### config.mk
export PLATFORM = sky130hd
export DESIGN_NAME = int_float_microvolt_converter_top
export DESIGN_NICKNAME = d
export VERILOG_FILES = /design/src/hw/rtl/ifmc_pkg.sv /design/src/hw/rtl/int_float_microvolt_converter_top.sv
export VERILOG_INCLUDE_DIRS = /design/src /design/src/hw/rtl
export SDC_FILE = /design/constraint.sdc
export NUM_CORES = 2
export LEC_CHECK = 0
export BUFFER_PORTS_ARGS = -buffer_cell sky130_fd_sc_hd__buf_4
export CAP_MARGIN = 15
export CORE_MARGIN = 5
export CORE_UTILIZATION = 45
export CTS_BUF_LIST = sky130_fd_sc_hd__clkbuf_2 sky130_fd_sc_hd__clkbuf_4 sky130_fd_sc_hd__clkbuf_8
export DETAILED_ROUTE_END_ITERATION = 16
export PLACE_DENSITY_LB_ADDON = 0.12
export SETUP_SLACK_MARGIN = 0.2
export SYNTH_ARGS = -nofsm -noshare
export SYNTH_HDL_FRONTEND = slang
export SYNTH_SLANG_ARGS = --single-unit
### constraint.sdc
create_clock -name clk_i -period 11.84 [get_ports clk_i]
set_clock_uncertainty 0.1 [all_clocks]
set_input_delay 1.184 -clock clk_i [delete_from_list [all_inputs] [get_ports clk_i]]
set_output_delay 1.184 -clock clk_i [all_outputs]
set_load 0.05 [all_outputs]
### src/hw/rtl/int_float_microvolt_converter_top_macros.svh
// Assertion macros for the integer/float/microvolt converter.
// Used at the end of int_float_microvolt_converter_top; needs clk_i and rst_ni in scope.
`ifndef INT_FLOAT_MICROVOLT_CONVERTER_TOP_MACROS_SVH
`define INT_FLOAT_MICROVOLT_CONVERTER_TOP_MACROS_SVH

// Checks a property that holds in the same cycle as its condition.
`define IFMC_ASSERT_NOW(lbl, ante, cons, msg) \
  lbl: assert property (@(posedge clk_i) disable iff (!rst_ni) (ante) |-> (cons)) \
    else $error(msg);

// Checks a property after the delay dly that follows its condition.
`define IFMC_ASSERT_DELAYED(lbl, ante, dly, cons, msg) \
  lbl: assert property (@(posedge clk_i) disable iff (!rst_ni) (ante) |-> ##dly (cons)) \
    else $error(msg);

`endif

### src/hw/rtl/ifmc_pkg.sv
// Shared types and constants for the integer/float/microvolt converter.
// No dependencies; imported by int_float_microvolt_converter_top.
`timescale 1ns / 1ps

package ifmc_pkg;

  // Conversion selected by the command field.
  typedef enum logic [1:0] {
    CmdIntToFloat = 2'd0,
    CmdFloatToInt = 2'd1,
    CmdUvToVolts  = 2'd2,
    CmdVoltsToUv  = 2'd3
  } cmd_e;

  localparam int unsigned WordW  = 32;
  localparam int unsigned MantW  = 23;
  localparam int unsigned ExpW   = 8;
  localparam int unsigned FracW  = MantW + 1;

  // Microvolts per volt; fits in 20 bits.
  localparam int unsigned UvW = 20;
  localparam logic [UvW-1:0] UvPerVolt = 20'd1000000;

  // Float-to-integer product width (24-bit significand times one million).
  localparam int unsigned ProdW = FracW + UvW;

  // Quotient of (magnitude * 2^32) / 10^6 stays below 2^44.
  localparam int unsigned QuotW = 44;

  // Exponent bases: 127 for plain integers; the volts path starts at 118
  // with the binary point 23 bits up, so its base is 118 - 23.
  localparam logic [ExpW-1:0] ExpBias     = 8'd127;
  localparam logic [ExpW-1:0] VoltExpBase = 8'd118 - 8'(MantW);

  // Reciprocal of 10^6 scaled by 2^77, rounded up. For a 32-bit magnitude N,
  // (N * UvRecip) >> 45 equals floor(N * 2^32 / 10^6) exactly.
  localparam int unsigned RecipW     = 58;
  localparam int unsigned RecipHalfW = RecipW / 2;
  localparam int unsigned RecipShift = 45;
  localparam logic [RecipW-1:0] UvRecip =
    RecipW'(((80'd1 << 77) + 80'(UvPerVolt) - 80'd1) / 80'(UvPerVolt));

  // Partial product width of the 32-bit magnitude by one half of UvRecip.
  localparam int unsigned PartW = WordW + RecipHalfW;

  // Cycles from an accepted beat to its result strobe edge.
  localparam int unsigned Latency = 5;

endpackage

### src/hw/rtl/int_float_microvolt_converter_top.sv
// Top level of the integer/float/microvolt converter: a five-register pipeline.
// Depends on ifmc_pkg and int_float_microvolt_converter_top_macros.svh.
`timescale 1ns / 1ps

// Usage
// - Input channel: drive command_i and operand_word_i with start_i high. A beat
//   is accepted at each rising edge with start_i high and busy_o low. busy_o
//   stays low, so a new beat can be given in every cycle.
// - Output channel: result_valid_o is high for exactly one cycle together with
//   result_word_o. The receiver cannot stall; results leave in input order.
// - Throughput is one conversion per cycle. An accepted beat moves in turn
//   through the input, stage 1, stage 2, stage 3 and output registers.
// - The pipeline is input register, multiply stage, add/shift stage, leading
//   one search, then normalize and output register. The latency is set by the
//   split of the 32 x 58 reciprocal multiply for the microvolt division and
//   the 44-bit normalization into separate stages.
// - Reset clears all stage valid bits, so no strobe appears from data that
//   was in flight. The data registers are not reset.
module int_float_microvolt_converter_top
  import ifmc_pkg::*;
(
  input  logic                clk_i,
  input  logic                rst_ni,
  input  logic                start_i,
  output logic                busy_o,
  input  logic [1:0]          command_i,
  input  logic [WordW-1:0]    operand_word_i,
  output logic                result_valid_o,
  output logic [WordW-1:0]    result_word_o
);

  // Input register
  logic             in_valid_q;
  cmd_e             in_cmd_q;
  logic [WordW-1:0] in_word_q;

  // Stage 1: magnitude, products
  logic             s1_valid_q;
  cmd_e             s1_cmd_q;
  logic             s1_sign_q, s1_sign_d;
  logic             s1_zero_q, s1_zero_d;
  logic [WordW-1:0] s1_mag_q, s1_mag_d;
  logic [PartW-1:0] s1_plo_q, s1_plo_d;
  logic [PartW-1:0] s1_phi_q, s1_phi_d;
  logic [ProdW-1:0] s1_fprod_q, s1_fprod_d;
  logic [ExpW-1:0]  s1_fexp_q;
  logic [FracW-1:0] fman;

  // Stage 2: quotient, float shift
  logic             s2_valid_q;
  cmd_e             s2_cmd_q;
  logic             s2_sign_q;
  logic             s2_zero_q;
  logic [WordW-1:0] s2_mag_q;
  logic [QuotW-1:0] s2_quot_q, s2_quot_d;
  logic [WordW-1:0] s2_x_q, s2_x_d;
  logic             s2_c_q, s2_c_d;
  logic [PartW:0]   quot_sum;
  logic signed [ExpW:0] fexp_unb;
  logic [ExpW:0]    fexp_neg;
  logic [63:0]      fr64;
  logic [63:0]      fshift;

  // Stage 3: leading one, signed integer result
  logic             s3_valid_q;
  cmd_e             s3_cmd_q;
  logic             s3_sign_q;
  logic             s3_zero_q;
  logic [QuotW-1:0] s3_w_q, s3_w_d;
  logic [5:0]       s3_lead_q, s3_lead_d;
  logic [WordW-1:0] s3_ires_q, s3_ires_d;

  // Output register
  logic             out_valid_q;
  logic [WordW-1:0] out_word_q, out_word_d;
  logic [MantW-1:0] norm_mant;
  logic [ExpW-1:0]  norm_exp;

  logic accept;

  // The pipeline never stalls, so a beat is taken whenever start_i is high.
  assign busy_o = 1'b0;
  assign accept = start_i && !busy_o;

  // Valid chain for all stages.
  always_ff @(posedge clk_i or negedge rst_ni) begin
    if (!rst_ni) begin
      in_valid_q  <= 1'b0;
      s1_valid_q  <= 1'b0;
      s2_valid_q  <= 1'b0;
      s3_valid_q  <= 1'b0;
      out_valid_q <= 1'b0;
    end else begin
      in_valid_q  <= accept;
      s1_valid_q  <= in_valid_q;
      s2_valid_q  <= s1_valid_q;
      s3_valid_q  <= s2_valid_q;
      out_valid_q <= s3_valid_q;
    end
  end

  // Capture the input beat.
  always_ff @(posedge clk_i) begin
    if (accept) begin
      in_cmd_q  <= cmd_e'(command_i);
      in_word_q <= operand_word_i;
    end
  end

  // Stage 1: take the magnitude and start both multiplications. The
  // microvolt quotient uses the reciprocal split into two halves.
  always_comb begin
    s1_sign_d = in_word_q[WordW-1];
    s1_zero_d = (in_word_q == '0);
    s1_mag_d  = s1_sign_d ? (WordW'(0) - in_word_q) : in_word_q;
    s1_plo_d  = PartW'(s1_mag_d) * PartW'(UvRecip[RecipHalfW-1:0]);
    s1_phi_d  = PartW'(s1_mag_d) * PartW'(UvRecip[RecipW-1:RecipHalfW]);
    fman      = {1'b1, in_word_q[MantW-1:0]};
    if (in_cmd_q == CmdVoltsToUv) begin
      s1_fprod_d = ProdW'(fman) * ProdW'(UvPerVolt);
    end else begin
      s1_fprod_d = ProdW'(fman);
    end
  end

  always_ff @(posedge clk_i) begin
    s1_cmd_q   <= in_cmd_q;
    s1_sign_q  <= s1_sign_d;
    s1_zero_q  <= s1_zero_d;
    s1_mag_q   <= s1_mag_d;
    s1_plo_q   <= s1_plo_d;
    s1_phi_q   <= s1_phi_d;
    s1_fprod_q <= s1_fprod_d;
    s1_fexp_q  <= in_word_q[WordW-2:MantW];
  end

  // Stage 2: finish the quotient and shift the float significand by its
  // unbiased exponent. Shifts of 64 or more in either direction give zero.
  always_comb begin
    quot_sum  = (PartW+1)'(s1_phi_q) + (PartW+1)'(s1_plo_q[PartW-1:RecipHalfW]);
    s2_quot_d = quot_sum[QuotW+RecipShift-RecipHalfW-1:RecipShift-RecipHalfW];
    fexp_unb  = $signed({1'b0, s1_fexp_q}) - $signed((ExpW+1)'(ExpBias));
    fexp_neg  = (ExpW+1)'(0) - $unsigned(fexp_unb);
    fr64      = 64'(s1_fprod_q);
    if (!fexp_unb[ExpW]) begin
      fshift = (fexp_unb[7:6] != 2'b00) ? '0 : (fr64 << fexp_unb[5:0]);
    end else begin
      fshift = (fexp_neg[7:6] != 2'b00) ? '0 : (fr64 >> fexp_neg[5:0]);
    end
    s2_x_d = fshift[54:23];
    s2_c_d = fshift[22];
  end

  always_ff @(posedge clk_i) begin
    s2_cmd_q  <= s1_cmd_q;
    s2_sign_q <= s1_sign_q;
    s2_zero_q <= s1_zero_q;
    s2_mag_q  <= s1_mag_q;
    s2_quot_q <= s2_quot_d;
    s2_x_q    <= s2_x_d;
    s2_c_q    <= s2_c_d;
  end

  // Stage 3: find the leading one of the value to normalize, and round and
  // negate the integer result in one add: -(x + c) equals ~x + !c.
  always_comb begin
    s3_w_d    = (s2_cmd_q == CmdIntToFloat) ? QuotW'(s2_mag_q) : s2_quot_q;
    s3_lead_d = '0;
    for (int i = 0; i < QuotW; i++) begin
      if (s3_w_d[i]) begin
        s3_lead_d = 6'(i);
      end
    end
    if (s2_sign_q) begin
      s3_ires_d = ~s2_x_q + WordW'(!s2_c_q);
    end else begin
      s3_ires_d = s2_x_q + WordW'(s2_c_q);
    end
  end

  always_ff @(posedge clk_i) begin
    s3_cmd_q  <= s2_cmd_q;
    s3_sign_q <= s2_sign_q;
    s3_zero_q <= s2_zero_q;
    s3_w_q    <= s3_w_d;
    s3_lead_q <= s3_lead_d;
    s3_ires_q <= s3_ires_d;
  end

  // Stage 4: align the significand, drop the hidden bit and assemble.
  always_comb begin
    if (s3_lead_q >= 6'(MantW)) begin
      norm_mant = MantW'(s3_w_q >> (s3_lead_q - 6'(MantW)));
    end else begin
      norm_mant = MantW'(s3_w_q << (6'(MantW) - s3_lead_q));
    end
    if (s3_cmd_q == CmdIntToFloat) begin
      norm_exp = ExpBias + ExpW'(s3_lead_q);
    end else begin
      norm_exp = VoltExpBase + ExpW'(s3_lead_q);
    end
    case (s3_cmd_q)
      CmdFloatToInt, CmdVoltsToUv: begin
        out_word_d = s3_ires_q;
      end
      CmdIntToFloat, CmdUvToVolts: begin
        out_word_d = s3_zero_q ? '0 : {s3_sign_q, norm_exp, norm_mant};
      end
      default: begin
        out_word_d = s3_ires_q;
      end
    endcase
  end

  always_ff @(posedge clk_i) begin
    out_word_q <= out_word_d;
  end

  assign result_valid_o = out_valid_q;
  assign result_word_o  = out_word_q;

  // Assertions
`include "int_float_microvolt_converter_top_macros.svh"

  `IFMC_ASSERT_DELAYED(a_latency, accept, Latency, result_valid_o, "result strobe missing after accepted beat")
  `IFMC_ASSERT_DELAYED(a_zero_int, accept && (command_i == CmdIntToFloat || command_i == CmdUvToVolts) && (operand_word_i == '0), Latency, result_word_o == '0, "zero integer did not give zero")
  `IFMC_ASSERT_DELAYED(a_int_exp, accept && (command_i == CmdIntToFloat) && (operand_word_i != '0), Latency, result_word_o[30:23] >= 8'd127 && result_word_o[30:23] <= 8'd158, "integer conversion exponent out of range")
  `IFMC_ASSERT_NOW(a_norm_nonzero, s3_valid_q && !s3_zero_q && (s3_cmd_q == CmdIntToFloat || s3_cmd_q == CmdUvToVolts), s3_w_q != '0, "nonzero operand gave zero value to normalize")

endmodule

==> results_tabular.tex <==
\begin{tabular}{lr}
\hline
Metric & Value \\
\hline
\multicolumn{2}{l}{\textbf{Run status}} \\
Run status & complete, no violations \\
\multicolumn{2}{l}{\textbf{Run}} \\
Number of max-cap violations & 0 \\
\multicolumn{2}{l}{\textbf{Finish}} \\
Register area & between 9000 and 10,000 sq um \\
Final net count & between 7k and 8k \\
Number of fillers in the final layout & 11.7k \\
Synth-to-Final Area Change & 8.52\% \\
Most frequent cells in the layout & inv\_1, fa\_1, ha\_1 \\
Total area of multi-input combinational cells & 40,900 sq um \\
Fraction of layout instances using a drive strength above 1 & 6.97\% \\
Most common cell after layout, fill and taps aside & inv\_1 \\
\multicolumn{2}{l}{\textbf{Global routing}} \\
Antenna violations before repair & 11 \\
Wire length of the first global-routing pass & 265 mm \\
Number of global-route vias before repair & 41.8k \\
All-Layer GR Usage & 26.9\% \\
Aggregate global routing overflow & 0 \\
Pin count of the biggest net entering global routing & 71 \\
\multicolumn{2}{l}{\textbf{Place}} \\
Half-perimeter wire length of the detailed placement result & 150 mm \\
Gpl congestion & between 1 and 1.5 \\
PortBufs & between 60 and 70 \\
\multicolumn{2}{l}{\textbf{Logic synthesis}} \\
\#FFs+latches synth & 438 \\
Number of nets in the synthesized netlist & 7,491 \\
Synthesized area divided by synthesized cell count & 9.43 sq um \\
Number of enable flip-flop cells after synthesis & 34 \\
Primary FF master, synth & dfxtp\_1 \\
Count of different cell masters after synthesis & 94 \\
Netlist Area Pre-Place & 55,500 sq um \\
Synthesis Warnings & 0 \\
Share of async-settable or async-resettable flops after synthesis & about 1.1\% \\
Number of instances in the synthesized netlist & between 5k and 6k \\
Sequential share of the synthesized area & 16.5\% \\
\multicolumn{2}{l}{\textbf{Worst setup path}} \\
Capturing point of the worst reg2reg path & s1\_plo\_q[60] \\
Startpoint types & flop \\
Worst flop-to-flop path startpoint & in\_word\_q[2] \\
Element type at the critical path end & flop \\
CP max stage delay & 0.58 ns \\
Critical Path RT & 12.34 ns \\
Data arrival at the endpoint of the critical path & 11.08 ns \\
Largest fanout on the critical path & 8 \\
Internal reg-to-reg setup slack & 1.25 ns \\
Class of the most critical setup path & reg -> reg \\
Slowest stage cell on the critical path & edfxtp\_1 \\
Worst Reg-to-Reg Cells & 33 \\
\multicolumn{2}{l}{\textbf{CTS}} \\
CTS Root Cell & clkbuf\_8 \\
TritonCTS clock tree & yes \\
Max Root-Sink Buffers & 3 \\
Clock slew at the register clock pins of the worst setup and hold paths & 0.06 ns \\
Clk Latency, worst-skew pair & 0.76 ns \\
Number of buffers inserted by hold repair at cts & 0 \\
Deepest level of the CTS H-tree & 3 \\
Post\_cts resized & 0 \\
Clock buffers created by TritonCTS & 76 \\
Clock tree sinks & 438 \\
Setup bufs post-CTS & 0 \\
\multicolumn{2}{l}{\textbf{Timing}} \\
Normalized max-slew margin & a little under a third \\
Final-layout setup total negative slack & 0 ns \\
Minimum clock period after layout & $\sim$11 ns \\
Final setup violation count & 0 \\
Crit share post-route & 89.4\% \\
Number of failing hold endpoints at the final stage & 0 \\
Number of pins with negative max-slew slack in the final report & 0 \\
Peak clock frequency supported by timing & 94.5 MHz \\
RSZ-0062 raised after global routing & false \\
Worst Tran Pin Value & between 1 and 1.5 ns \\
\multicolumn{2}{l}{\textbf{Die}} \\
Initial Util & 45.4\% \\
Horizontal die dimension & 361 microns \\
Number of top-level design ports & 71 \\
Cell Rows & 128 \\
Die span in y & 361 microns \\
Die Outline Area & 130,000 sq um \\
Total core area & 122,000 sq um \\
\multicolumn{2}{l}{\textbf{Hold path}} \\
Min-delay worst type & in -> async \\
\multicolumn{2}{l}{\textbf{Routing}} \\
Post-detailed-route DRC marker count & 0 \\
Number of iterations in the first detailed-routing pass & 6 \\
Mean routed wirelength per cell & 22.9 microns \\
Initial drt markers & 2,911 \\
DR vias & about 40k \\
Remaining number of nets flagged by the antenna check after routing & 0 \\
Drt via density & 5.24 \\
Detailed Route WL & 175 mm \\
\hline
\end{tabular}
## cell type report
cell class,instances,area share (%)
tap,1625,3.38
clock buffer,111,2.36
multi-input combinational,3918,68.0
timing repair buffer,149,1.86
antenna,3,0.0125
inverter,1370,8.54
clock inverter,29,0.663
sequential,438,15.2
## kinds of logic (layout without fill, tap and decap cells)
logic type               count (synthesis)  in the layout  synth area share, %
AO/OA/AOI/OAI                          879            879                 9.95
multiplexers                           187            187                 3.82
XOR/XNOR                               225            225                 3.57
adder cells (fa/ha/maj)               1574           1574                 47.2
flip-flops                             438            438                 16.5
other                                    1              4              0.00676
buffers and inverters                 1524           1659                 10.3
AND/OR/NAND/NOR                       1052           1052                 8.62
## metrics by stage
stage	hold slack [ns]	cells	area (sq um)	util, %	setup slack (ns)
floorplan	0.210	5880	55500	-	2.36
global placement	0.211	7500	58400	47.8	1.40
detailed placement	0.212	7500	58400	47.8	1.38
CTS	0.0872	7640	60200	49.2	1.35
global route	0.128	7641	60200	49.2	0.767
finish	0.165	7643	60200	49.2	1.25
## critical path, delay by kind of cell, from the launching register on
kind | cells | cell delay, ns
AND/OR/NAND/NOR | 13 | 2.61
adder cells (fa/ha/maj) | 10 | 4.17
XOR/XNOR | 1 | 0.41
flip-flops | 1 | 0.58
buffers and inverters | 4 | 0.73
AO/OA/AOI/OAI | 5 | 1.88
## synthesized netlist by cell type (53+ instances only)
master / instances / area, sq um
o21ai_0: 223 / 1120
inv_1: 1367 / 5130
clkbuf_1: 122 / 458
nand2_1: 365 / 1370
dfxtp_1: 399 / 7990
a21o_1: 53 / 398
xnor2_1: 149 / 1310
mux2i_1: 136 / 1360
xor2_1: 75 / 657
ha_1: 709 / 8870
nor3_1: 62 / 310
nor2_1: 332 / 1250
nand3_1: 53 / 265
fa_1: 865 / 17300
a21oi_1: 262 / 1310
## metal layers
layer / vias up / share of wire, % / global-route usage, %
li1: 18900 / - / -
met1: 19800 / 43 / 35.8
met2: 1100 / 47 / 44.6
met3: 270 / 6.0 / 4.58
met4: 8 / 3.7 / 8.95
met5: - / 0.033 / 0
## state kept, by name, indices dropped and copies added (netlist names), 28 cells and up
signal / cells
in_word_q: 32
result_word_o: 32
s1_fprod_q: 44
s1_mag_q: 31
s1_phi_q: 53
s1_plo_q: 28
s2_mag_q: 32
s2_quot_q: 44
s2_x_q: 32
s3_ires_q: 32
s3_w_q: 44
## how the worst max path moves through the flow
stage | endpoint | startpoint | slack (ns)
2_1_floorplan | s1_phi_q[53] | in_word_q[0] | 2.36
3_3_place_gp | s1_plo_q[60] | in_word_q[2] | 1.40
3_5_place_dp | s1_plo_q[60] | in_word_q[2] | 1.38
4_1_cts | s1_plo_q[60] | in_word_q[2] | 1.35
5_1_grt | s1_plo_q[60] | in_word_q[2] | 0.77
6_report | s1_plo_q[60] | in_word_q[2] | 1.25
Power is not shown: default switching activity piles up to over one toggle a cycle in this logic, so the estimate is an artifact.
